$ cat src/rtl/core/mwps_pkg.sv
// shared types, constants and wave table for the motor wave pattern sequencer
package mwps_pkg;

    localparam int MOTOR_COUNT = 8;
    localparam int DUTY_BITS   = 8;
    localparam int WAVE_LEN    = 8;
    localparam int POS_BITS    = $clog2(WAVE_LEN);
    localparam int COEF_BITS   = 17;
    localparam int COEF_SHIFT  = 16;
    localparam int MS_BITS     = 9;
    localparam int CFG_IDX_BITS  = 2;
    localparam int CFG_DATA_BITS = 9;

    localparam logic [MS_BITS-1:0] ELAPSED_MAX = MS_BITS'(500);
    localparam logic [MS_BITS-1:0] PERIOD_MIN  = MS_BITS'(50);
    localparam logic [MS_BITS-1:0] PERIOD_MAX  = MS_BITS'(500);
    localparam logic [MS_BITS-1:0] PERIOD_RST  = MS_BITS'(100);
    localparam logic [DUTY_BITS-1:0] INTENSITY_RST = DUTY_BITS'(128);

    typedef enum logic [1:0] {
        MODE_OFF   = 2'd0,
        MODE_CONST = 2'd1,
        MODE_SINE  = 2'd2
    } t_mode;

    typedef enum logic [CFG_IDX_BITS-1:0] {
        CFG_MODE      = 2'd0,
        CFG_INTENSITY = 2'd1,
        CFG_PERIOD    = 2'd2
    } t_cfg_idx;

    typedef logic [MOTOR_COUNT-1:0][DUTY_BITS-1:0] t_duty_vec;

    // new state handed from the core to the result register
    typedef struct packed {
        t_duty_vec           duty;
        logic [POS_BITS-1:0] wave_step;
        logic                changed;
    } t_step_res;

    // 32768 * (1 + sin(2*pi*k/8)) in unsigned q1.16, rounded
    function automatic logic [COEF_BITS-1:0] wave_coef(input logic [POS_BITS-1:0] k);
        logic [COEF_BITS-1:0] c;
        case (k)
            3'd0:    c = 17'd32768;
            3'd1:    c = 17'd55938;
            3'd2:    c = 17'd65536;
            3'd3:    c = 17'd55938;
            3'd4:    c = 17'd32768;
            3'd5:    c = 17'd9598;
            3'd6:    c = 17'd0;
            3'd7:    c = 17'd9598;
            default: c = '0;
        endcase
        return c;
    endfunction

endpackage

$ cat src/rtl/core/motor_wave_pattern_sequencer_unit.sv
// top level of the motor wave pattern sequencer: handshake, item registers, core
// Each accepted item is one refresh of the eight motor duties, with tick high when
// one millisecond has passed. The block takes one item per clock unless the input
// stalls, and returns one result item per input item: the item lands in an input
// register, the core updates duties, wave position and the millisecond counter
// once the result register is empty or being drained, and the new state is
// captured in the result register at the end of that cycle. A stalled result holds
// the item behind it in the input register, and the input stalls only while both
// registers are full. Throughput is set by that single update step, which does the
// eight wave-table multiplies in parallel. Stop mode holds the duties (zero once
// stop is written), constant mode drives every duty to the intensity, and wave mode
// steps a sampled sine across the motors each time the elapsed count reaches the
// period. Configuration writes (mode, intensity, period) must only be issued while
// no item is in flight.
module motor_wave_pattern_sequencer_unit
    import mwps_pkg::*;
(
    input  logic                     i_clk,
    input  logic                     i_rst_n,
    // input channel
    input  logic                     i_in_valid,
    output logic                     o_in_stall,
    input  logic                     i_tick,
    // configuration write port
    input  logic                     i_cfg_we,
    input  logic [CFG_IDX_BITS-1:0]  i_cfg_index,
    input  logic [CFG_DATA_BITS-1:0] i_cfg_wdata,
    // result channel
    output logic                     o_out_valid,
    input  logic                     i_out_stall,
    output logic [DUTY_BITS-1:0]     o_duty_0,
    output logic [DUTY_BITS-1:0]     o_duty_1,
    output logic [DUTY_BITS-1:0]     o_duty_2,
    output logic [DUTY_BITS-1:0]     o_duty_3,
    output logic [DUTY_BITS-1:0]     o_duty_4,
    output logic [DUTY_BITS-1:0]     o_duty_5,
    output logic [DUTY_BITS-1:0]     o_duty_6,
    output logic [DUTY_BITS-1:0]     o_duty_7,
    output logic [POS_BITS-1:0]      o_wave_step,
    output logic                     o_duties_changed
);

    // input register
    logic      r_in_valid;
    logic      r_in_tick;
    // result register
    logic      r_out_valid;
    t_step_res r_out;

    logic      w_out_free;
    logic      w_step;
    logic      w_in_take;
    t_step_res w_res;

    // result register can load when empty or being drained this cycle
    assign w_out_free = !r_out_valid || !i_out_stall;
    // the item in the input register is processed when the result slot frees up
    assign w_step     = r_in_valid && w_out_free;
    // input stalls only when a held item cannot move on
    assign o_in_stall = r_in_valid && !w_out_free;
    assign w_in_take  = i_in_valid && !o_in_stall;

    mwps_core u_core (
        .i_clk       (i_clk),
        .i_rst_n     (i_rst_n),
        .i_cfg_we    (i_cfg_we),
        .i_cfg_index (i_cfg_index),
        .i_cfg_wdata (i_cfg_wdata),
        .i_step      (w_step),
        .i_tick      (r_in_tick),
        .o_res       (w_res)
    );

    // input register control
    always_ff @(posedge i_clk) begin
        if (!i_rst_n) begin
            r_in_valid <= 1'b0;
        end else if (w_in_take) begin
            r_in_valid <= 1'b1;
        end else if (w_step) begin
            r_in_valid <= 1'b0;
        end
    end

    // input payload, no reset
    always_ff @(posedge i_clk) begin
        if (w_in_take) begin
            r_in_tick <= i_tick;
        end
    end

    // result register control
    always_ff @(posedge i_clk) begin
        if (!i_rst_n) begin
            r_out_valid <= 1'b0;
        end else if (w_step) begin
            r_out_valid <= 1'b1;
        end else if (!i_out_stall) begin
            r_out_valid <= 1'b0;
        end
    end

    // result payload, no reset
    always_ff @(posedge i_clk) begin
        if (w_step) begin
            r_out <= w_res;
        end
    end

    assign o_out_valid      = r_out_valid;
    assign o_duty_0         = r_out.duty[0];
    assign o_duty_1         = r_out.duty[1];
    assign o_duty_2         = r_out.duty[2];
    assign o_duty_3         = r_out.duty[3];
    assign o_duty_4         = r_out.duty[4];
    assign o_duty_5         = r_out.duty[5];
    assign o_duty_6         = r_out.duty[6];
    assign o_duty_7         = r_out.duty[7];
    assign o_wave_step      = r_out.wave_step;
    assign o_duties_changed = r_out.changed;

`ifndef NO_ASSERTIONS
    // a held item is never dropped while the result side backs up
    a_in_hold: assert property (@(posedge i_clk) disable iff (!i_rst_n)
        (r_in_valid && !w_out_free) |=> (r_in_valid && $stable(r_in_tick)))
        else $error("held item lost or changed under stall");

    // every processed item shows up in the result register
    a_step_out: assert property (@(posedge i_clk) disable iff (!i_rst_n)
        w_step |=> o_out_valid)
        else $error("processed item did not reach result register");

    // a waiting result is not overwritten
    a_out_keep: assert property (@(posedge i_clk) disable iff (!i_rst_n)
        (r_out_valid && i_out_stall) |-> !w_step)
        else $error("stalled result overwritten");
`endif

endmodule

$ cat src/rtl/core/mwps_wave_calc.sv
// sampled sine duties for all motors at the current wave position
module mwps_wave_calc
    import mwps_pkg::*;
(
    input  logic [POS_BITS-1:0]  i_pos,
    input  logic [DUTY_BITS-1:0] i_intensity,
    output t_duty_vec            o_duty
);

    localparam int PROD_BITS = COEF_BITS + DUTY_BITS;

    always_comb begin
        logic [POS_BITS-1:0]  k;
        logic [PROD_BITS-1:0] prod;
        o_duty = '0;
        for (int i = 0; i < MOTOR_COUNT; i++) begin
            k    = POS_BITS'(i) - i_pos;
            prod = PROD_BITS'(wave_coef(k)) * PROD_BITS'(i_intensity);
            o_duty[i] = prod[COEF_SHIFT +: DUTY_BITS];
        end
    end

endmodule

$ cat src/rtl/core/mwps_core.sv
// pattern state, configuration registers and per-item update
module mwps_core
    import mwps_pkg::*;
(
    input  logic                     i_clk,
    input  logic                     i_rst_n,
    input  logic                     i_cfg_we,
    input  logic [CFG_IDX_BITS-1:0]  i_cfg_index,
    input  logic [CFG_DATA_BITS-1:0] i_cfg_wdata,
    input  logic                     i_step,
    input  logic                     i_tick,
    output t_step_res                o_res
);

    t_mode                r_mode;
    logic [DUTY_BITS-1:0] r_intensity;
    logic [MS_BITS-1:0]   r_period;
    t_duty_vec            r_duty;
    logic [POS_BITS-1:0]  r_pos;
    logic [MS_BITS-1:0]   r_elapsed;

    t_duty_vec            n_duty;
    logic [POS_BITS-1:0]  n_pos;
    logic [MS_BITS-1:0]   n_elapsed;
    logic                 n_changed;
    t_duty_vec            w_wave_duty;
    logic [MS_BITS-1:0]   w_period_in;

    mwps_wave_calc u_wave (
        .i_pos       (r_pos),
        .i_intensity (r_intensity),
        .o_duty      (w_wave_duty)
    );

    assign w_period_in = i_cfg_wdata[MS_BITS-1:0];

    always_comb begin
        n_duty    = r_duty;
        n_pos     = r_pos;
        n_changed = 1'b0;
        n_elapsed = r_elapsed;
        if (i_tick && (r_elapsed < ELAPSED_MAX)) begin
            n_elapsed = r_elapsed + MS_BITS'(1);
        end
        case (r_mode)
            MODE_CONST: begin
                for (int i = 0; i < MOTOR_COUNT; i++) begin
                    if (r_duty[i] != r_intensity) begin
                        n_changed = 1'b1;
                    end
                    n_duty[i] = r_intensity;
                end
            end
            MODE_SINE: begin
                if (n_elapsed >= r_period) begin
                    n_elapsed = '0;
                    n_duty    = w_wave_duty;
                    n_changed = 1'b1;
                    n_pos     = r_pos + POS_BITS'(1);
                end
            end
            default: begin
            end
        endcase
    end

    assign o_res.duty      = n_duty;
    assign o_res.wave_step = n_pos;
    assign o_res.changed   = n_changed;

    always_ff @(posedge i_clk) begin
        if (!i_rst_n) begin
            r_mode      <= MODE_OFF;
            r_intensity <= INTENSITY_RST;
            r_period    <= PERIOD_RST;
            r_duty      <= '0;
            r_pos       <= '0;
            r_elapsed   <= '0;
        end else begin
            if (i_step) begin
                r_duty    <= n_duty;
                r_pos     <= n_pos;
                r_elapsed <= n_elapsed;
            end
            // the user must issue writes only while no item is in flight; the core does not enforce it
            if (i_cfg_we) begin
                case (i_cfg_index)
                    CFG_MODE: begin
                        case (i_cfg_wdata[1:0])
                            MODE_OFF: begin
                                r_mode <= MODE_OFF;
                                r_duty <= '0;
                            end
                            MODE_CONST: begin
                                r_mode <= MODE_CONST;
                            end
                            MODE_SINE: begin
                                r_mode <= MODE_SINE;
                                r_pos  <= '0;
                            end
                            default: begin
                            end
                        endcase
                    end
                    CFG_INTENSITY: begin
                        r_intensity <= i_cfg_wdata[DUTY_BITS-1:0];
                    end
                    CFG_PERIOD: begin
                        if ((w_period_in >= PERIOD_MIN) && (w_period_in <= PERIOD_MAX)) begin
                            r_period <= w_period_in;
                        end
                    end
                    default: begin
                    end
                endcase
            end
        end
    end

endmodule

$ cat config.mk
export PLATFORM = sky130hd
export DESIGN_NAME = motor_wave_pattern_sequencer_unit
export DESIGN_NICKNAME = d
export VERILOG_FILES = /design/src/rtl/core/mwps_pkg.sv /design/src/rtl/core/motor_wave_pattern_sequencer_unit.sv /design/src/rtl/core/mwps_wave_calc.sv /design/src/rtl/core/mwps_core.sv
export SDC_FILE = /design/constraint.sdc
export NUM_CORES = 2
export LEC_CHECK = 0
export BUFFER_PORTS_ARGS = -buffer_cell sky130_fd_sc_hd__buf_2
export CORE_AREA = 2 2 321 323
export DETAILED_ROUTE_END_ITERATION = 8
export DIE_AREA = 0 0 323 325
export MAX_ROUTING_LAYER = met4
export PLACE_DENSITY_LB_ADDON = 0.1
export SYNTH_ARGS = -nofsm -noshare
export SYNTH_HDL_FRONTEND = slang
export SYNTH_SLANG_ARGS = --single-unit
$ cat constraint.sdc
create_clock -name i_clk -period 9.4 [get_ports i_clk]
set_input_delay 1.88 -clock i_clk [delete_from_list [all_inputs] [get_ports i_clk]]
set_output_delay 1.88 -clock i_clk [all_outputs]
set_load 0.05 [all_outputs]
# [Word level (Yosys, flattened, before mapping)]
# Memory sizes are Yosys's and may differ from the RTL's.
# Index checks and enable logic that the tools add are counted.
[classes] add_sub_neg=10 n_mul=8 n_lt_le_gt_ge=4 eq_ne=15 mux=30 reduce_logical=17
[ops] operator="2-to-1 mux 64 bit" count=5
[ops] operator="multiplier 17 x 8 -> 24 bit" count=8
[ops] operator="one-hot mux 64 bit (2 select lines)" count=1
[ops] operator="!= test 8 bit" count=8
[ops] operator="2-to-1 mux 9 bit" count=3
[ops] operator="2-to-1 mux 3 bit" count=6
[ops] operator="2-to-1 mux 1 bit" count=13
[ops] operator="subtractor 3 bit (first input constant)" count=4
[ops] operator="adder 9 x 1 -> 9 bit (second input constant)" count=1
[ops] operator="greater-or-equal comparator 9 x 6 -> 1 bit (second input constant)" count=1
[ops] operator="greater-or-equal comparator 9 bit" count=1
[ops] operator="<= comparator 9 bit (second input constant)" count=1
[ops] operator="< comparator 9 bit (second input constant)" count=1
[ops] operator="== test 2 x 1 -> 1 bit (second input constant)" count=3
[ops] operator="== test 2 bit (second input constant)" count=3
[ops] operator="one-hot mux 2 bit (3 select lines)" count=1
[ops] operator="AND reduction 3 bit" count=2
[ops] operator="subtractor 1 x 3 -> 3 bit (first input constant)" count=2
[ops] operator="subtractor 2 x 3 -> 3 bit (first input constant)" count=2
[ops] operator="logical AND 1 bit" count=5
[ops] operator="logical NOT 1 bit" count=4
[ops] operator="logical NOT 2 bit" count=2
[ops] operator="adder 3 x 1 -> 3 bit (second input constant)" count=1
[ops] operator="nonzero test 3 bit" count=1
[ops] operator="5 further kinds" count=5
[totals] ff_bits=166 rom_bits=1024 inputBits=17 out_inout_bits=70 wordCells=118 mem_count=8
[memory_table] memory="(no name shown)" words=8 word_bits=16 read_ports=1 rd_ports_with_merged_regs=0 wr=0 line_no="mwps_pkg.sv:44" rtl="case (k)"
[memory_table] memory="(no name shown)" words=8 word_bits=16 read_ports=1 rd_ports_with_merged_regs=0 wr=0 line_no="mwps_pkg.sv:44"
[memory_table] memory="(no name shown)" words=8 word_bits=16 read_ports=1 rd_ports_with_merged_regs=0 wr=0 line_no="mwps_pkg.sv:44"
[memory_table] memory="(no name shown)" words=8 word_bits=16 read_ports=1 rd_ports_with_merged_regs=0 wr=0 line_no="mwps_pkg.sv:44"
[memory_table] memory="(no name shown)" words=8 word_bits=16 read_ports=1 rd_ports_with_merged_regs=0 wr=0 line_no="mwps_pkg.sv:44"
[memory_table] memory="(no name shown)" words=8 word_bits=16 read_ports=1 rd_ports_with_merged_regs=0 wr=0 line_no="mwps_pkg.sv:44"
[memory_table] memory="+2 memories"

# [Longest topological paths before layout]
[logic_depth] depth_word=10 depth_mapped=29 mapped_depth_nobuf=25

# [By module]
# A second synthesis with hierarchy kept.
[hier_totals] hier_cells=3529 area_unflattened_um2=31863.1
[by_module_without_submodules] module="mwps_wave_calc" n_inst=1 cells_per_inst=2312 area_per_inst_um2=21695.8 seq_area_each_um2=0.0
[by_module_without_submodules] module="mwps_core" n_inst=1 cells_per_inst=1140 area_per_inst_um2=8011.4 seq_area_each_um2=1901.8
[by_module_without_submodules] module="motor_wave_pattern_sequencer_unit" n_inst=1 cells_per_inst=77 area_per_inst_um2=2155.8 seq_area_each_um2=2112.0

# [Worst setup path before layout]
# OpenSTA, ideal clock, no wires.
[synth_timing] path_kind="reg-to-reg" start="reg u_core.r_pos[0]" end="reg u_core.r_duty[15] (netlist bit)" setup_ns=0.071 t_arrival_ns=6.906 t_required_ns=9.329 path_slack_ns=2.423 stages_incl_launch_ff=30 path_buffers=5 period_less_slack_ns=6.977 path_cell_list="dfxtp_1 -> buf_2 -> clkbuf_1 -> clkbuf_1 -> inv_1 -> ha_1 -> buf_2 -> nor2_1 -> nor2_1 -> clkbuf_1 -> nand2_1 -> inv_1 -> fa_1 -> inv_1 -> fa_1 -> inv_1 -> fa_1 -> inv_1 -> fa_1 -> inv_1 -> ha_1 -> a2111oi_0 -> o21ai_0 -> o211ai_1 -> o31ai_2 -> a211o_1 -> o31ai_1 -> mux2_2 -> a211oi_2 -> o2bb2ai_1"
[synth_lines] element="start: declaration" line_no="mwps_core.sv:19" rtl="logic [POS_BITS-1:0] r_pos;"
[synth_lines] element="start signal: assignment" line_no="mwps_core.sv:82" rtl="r_pos <= n_pos;"
[synth_lines] element="end signal: assignment" line_no="mwps_core.sv:81" rtl="r_duty <= n_duty;"
[synth_lines] element="end: declaration" line_no="mwps_core.sv:18" rtl="t_duty_vec r_duty;"

==> flow_results.xml <==
<?xml version="1.0" encoding="UTF-8"?>
<metrics>
  <group name="outcome">
    <metric name="outcome" unit="">finished, final reports clean</metric>
  </group>
  <group name="routing">
    <metric name="routed_wirelength" unit="mm">95.0</metric>
    <metric name="drtAntennaViolNets" unit="">0</metric>
    <metric name="drt_first_iter_violations" unit="">1157</metric>
    <metric name="detailedRoute.firstPassIterationCount" unit="">5</metric>
    <metric name="wire_per_inst" unit="um">19.8</metric>
    <metric name="viasPerCell" unit="">4.64</metric>
    <metric name="vias" unit="">22266</metric>
    <metric name="remaining_drc_errors" unit="">0</metric>
  </group>
  <group name="clock_network">
    <metric name="clkSinkCount" unit="">166</metric>
    <metric name="cts_tree" unit="">done</metric>
    <metric name="postCtsSetupRepairBufs" unit="">0</metric>
    <metric name="ctsResizeCount" unit="">0</metric>
    <metric name="cts_buffer_depth" unit="">2</metric>
    <metric name="holdBufCountCts" unit="">0</metric>
    <metric name="clk_pin_slew_worst_paths" unit="ps">90</metric>
    <metric name="cts_root_buf" unit="">sky130_fd_sc_hd__clkbuf_16</metric>
    <metric name="clock_latency" unit="ps">480</metric>
    <metric name="cts_max_level" unit="">4</metric>
    <metric name="cts_made_buffers" unit="">17</metric>
  </group>
  <group name="power_and_ir_drop">
    <metric name="power.ir.vdd_worst" unit="V">0.0000956</metric>
    <metric name="p_per_area" unit="nW/um^2">70.1</metric>
    <metric name="p_leak" unit="uW">0.0179</metric>
    <metric name="totalPowerFinal" unit="uW">2310</metric>
  </group>
  <group name="critical_path">
    <metric name="end_kind" unit="">flip-flop</metric>
    <metric name="worstPathMaxFanout" unit="">22</metric>
    <metric name="crit_path_start_kind" unit="">flip-flop</metric>
    <metric name="crit_required" unit="ps">9550</metric>
    <metric name="crit_arrival" unit="ps">7870</metric>
    <metric name="setup.worst_path.class" unit="">reg -&gt; reg</metric>
  </group>
  <group name="synthesis">
    <metric name="syn_inst" unit="">3366</metric>
    <metric name="synthesis.area_per_instance" unit="sq um">9.00</metric>
    <metric name="synth-async-reset-ratio" unit="%">0</metric>
    <metric name="number_of_enable_type_register_cells_in_the_synthesized_netlist" unit="">69</metric>
    <metric name="synth.net_count" unit="">4254</metric>
    <metric name="ys.warnings.count" unit="">0</metric>
    <metric name="synth_flop_cell" unit="">sky130_fd_sc_hd__dfxtp_1</metric>
    <metric name="synth.yosys.seq_area_share" unit="%">13.2</metric>
    <metric name="syn_area" unit="sq um">30300</metric>
    <metric name="number_of_distinct_library_cells_after_synthesis" unit="">80</metric>
    <metric name="synth-seq-cells" unit="">166</metric>
  </group>
  <group name="floorplan">
    <metric name="initial_core_utilization" unit="%">29.9</metric>
    <metric name="die_width" unit="um">323</metric>
    <metric name="ios" unit="">87</metric>
    <metric name="die_area" unit="sq um">105000</metric>
    <metric name="fp.coreArea" unit="sq um">101000</metric>
    <metric name="std_cell_rows" unit="">117</metric>
    <metric name="die_height" unit="um">325</metric>
  </group>
  <group name="timing">
    <metric name="hold_viol_final" unit="">0</metric>
    <metric name="final_max_slew_viol_count" unit="">0</metric>
    <metric name="timing.final.crit_period" unit="ps">7720</metric>
    <metric name="setup_repair_after_global_routing_missed_its_margin" unit="">false</metric>
    <metric name="setup_violations" unit="">0</metric>
    <metric name="worstMarginPinSlew" unit="ps">1140</metric>
    <metric name="fmax" unit="MHz">130</metric>
    <metric name="timing.final.crit_share" unit="%">82.1</metric>
    <metric name="clock_skews" unit="ps">30.2</metric>
    <metric name="worst_slew_margin_rel" unit="%">23.1</metric>
    <metric name="tns" unit="ps">0</metric>
  </group>
  <group name="grt">
    <metric name="pin_count_of_the_biggest_net_entering_global_routing" unit="">64</metric>
    <metric name="number_of_antenna_violations_at_the_first_check_in_global_routing" unit="">12</metric>
    <metric name="grt_first_pass_wirelength" unit="mm">148</metric>
    <metric name="global_route.usage.total" unit="%">19.2</metric>
    <metric name="globalRouteOverflowTotal" unit="">0</metric>
    <metric name="vias_in_the_first_global_route" unit="">23532</metric>
  </group>
  <group name="layout">
    <metric name="nNetsFinal" unit="">4302</metric>
    <metric name="areaGrowthSynthToFinish" unit="%">8.99</metric>
    <metric name="final_layout_size_suffix_gt1_share" unit="%">6.68</metric>
  </group>
  <group name="place">
    <metric name="final_replace_weighted_congestion" unit="">0.833</metric>
    <metric name="numPortBuffers" unit="">86</metric>
    <metric name="dpl.hpwl" unit="mm">79.2</metric>
  </group>
  <group name="run">
    <metric name="cap_viol_max_count" unit="">0</metric>
  </group>
  <group name="hold_path">
    <metric name="timing.hold.worst.class" unit="">reg -&gt; reg</metric>
  </group>
</metrics>
==> logic make-up after synthesis <==
family,count (synthesis),share of synthesized area [%]
flops,166,13.2
xor+xnor,136,3.96
buf+inv,947,11.8
compound gates,474,10.5
mux,21,0.706
simple gates,751,11.9
fa+ha+maj,871,47.8
==> registers in the layout (all words and copies together) (netlist names), 2 cells and up <==
| signal | cells |
|---|---|
| o_duty_7 | 8 |
| o_duty_2 | 8 |
| o_duty_1 | 8 |
| u_core.r_duty | 64 |
| o_duty_5 | 8 |
| u_core.r_intensity | 8 |
| u_core.r_period | 9 |
| u_core.r_mode | 2 |
| o_wave_step | 3 |
| o_duty_6 | 8 |
| o_duty_0 | 8 |
| u_core.r_pos | 3 |
| o_duty_4 | 8 |
| u_core.r_elapsed | 9 |
| o_duty_3 | 8 |
==> worst max-delay path, cell delays in order, from the launching register on <==
cell                        delay [ps]
sky130_fd_sc_hd__dfxtp_2           630
sky130_fd_sc_hd__inv_1             210
sky130_fd_sc_hd__ha_1              390
sky130_fd_sc_hd__nor2_1            470
sky130_fd_sc_hd__nor2_1            320
sky130_fd_sc_hd__nand2_1           320
sky130_fd_sc_hd__inv_1             170
sky130_fd_sc_hd__fa_1              520
sky130_fd_sc_hd__inv_1              50
sky130_fd_sc_hd__fa_1              530
sky130_fd_sc_hd__inv_1              50
sky130_fd_sc_hd__fa_1              480
sky130_fd_sc_hd__inv_1              50
sky130_fd_sc_hd__fa_1              480
sky130_fd_sc_hd__inv_1              40
sky130_fd_sc_hd__ha_1              180
sky130_fd_sc_hd__a2111oi_0         410
sky130_fd_sc_hd__o21ai_0           180
sky130_fd_sc_hd__o211ai_1          460
sky130_fd_sc_hd__o31ai_2           160
sky130_fd_sc_hd__a21o_1            230
sky130_fd_sc_hd__a21o_1            190
sky130_fd_sc_hd__xnor2_1           600
sky130_fd_sc_hd__a31oi_1           270
==> area by class of cell <==
cell class,instances,area [sq um]
Clock buffer,17,425
Timing Repair Buffer,123,708
Inverter,853,3200
Multi-Input combinational cell,2253,22700
Fill cell,10872,68300
Antenna cell,4,10.0
Clock inverter,15,205
Tap cell,1368,1710
Sequential cell,166,4020
==> layout by cell type (no fill, tap or decap), types with 69 or more instances in the layout <==
cell type and n:
sky130_fd_sc_hd__inv_1 850, sky130_fd_sc_hd__fa_1 477, sky130_fd_sc_hd__ha_1 394, sky130_fd_sc_hd__nand2_1 261
sky130_fd_sc_hd__nor2_1 150, sky130_fd_sc_hd__a21oi_1 118, sky130_fd_sc_hd__o21ai_0 102, sky130_fd_sc_hd__xnor2_1 92
sky130_fd_sc_hd__dfxtp_1 92, sky130_fd_sc_hd__buf_2 86, sky130_fd_sc_hd__edfxtp_1 69
==> Yosys cell counts (all sizes together) (23+ instances only) <==
cell type	instances	share of area (%)
inv	850	11
fa	477	32
ha	394	16
nand2	262	3.2
nor2	151	1.9
a21oi	118	1.9
o21ai	107	1.8
dfxtp	97	6.4
xnor2	93	2.7
clkbuf	82	1.0
edfxtp	69	6.8
nand3	55	0.91
and2	53	1.1
a21o	48	1.2
and3	46	0.95
xor2	43	1.2
nor3	33	0.55
nor2b	30	0.62
nand2b	28	0.58
o221a	26	0.97
or2	23	0.47
==> worst paths after layout <==
kind	endpoint	depth (start not counted)	startpoint	slack [ps]
worst max register to register	o_duty_1[3]	23	u_core.r_pos[0]	1680
worst min register to register	u_core.r_duty[3]	2	u_core.r_duty[3]	490
worst max-delay path	o_duty_1[3]	23	u_core.r_pos[0]	1680
worst min-delay path	u_core.r_duty[3]	2	u_core.r_duty[3]	490
==> metal layers <==
metal	up-vias	wire, um	track usage [%]
li1	10773	-	-
met1	11094	45900	26.5
met2	346	45500	31.5
met3	53	2430	1.33
met4	0	1190	2.64
met5	-	0	-
==> metrics by stage <==
stage          area (sq um)  instances  hold WS, ps  utilization [%]  setup slack [ps]
3_3_place_gp          32400       4763          461             32.0              1610
6_report              33000       4799          489             32.6              1680
2_1_floorplan         30300       3366          445                -              2420
3_5_place_dp          32400       4763          468             32.0              1560
5_1_grt               33000       4796          511             32.6              1130
4_1_cts               33000       4795          486             32.6              1560
==> report_power, final <==
group | switching, uW | total (uW) | internal, uW
logic | 499 | 751 | 252
clock network | 399 | 786 | 388
registers | 12.4 | 776 | 764
No activity file was read; power rests on OpenSTA's default activity.
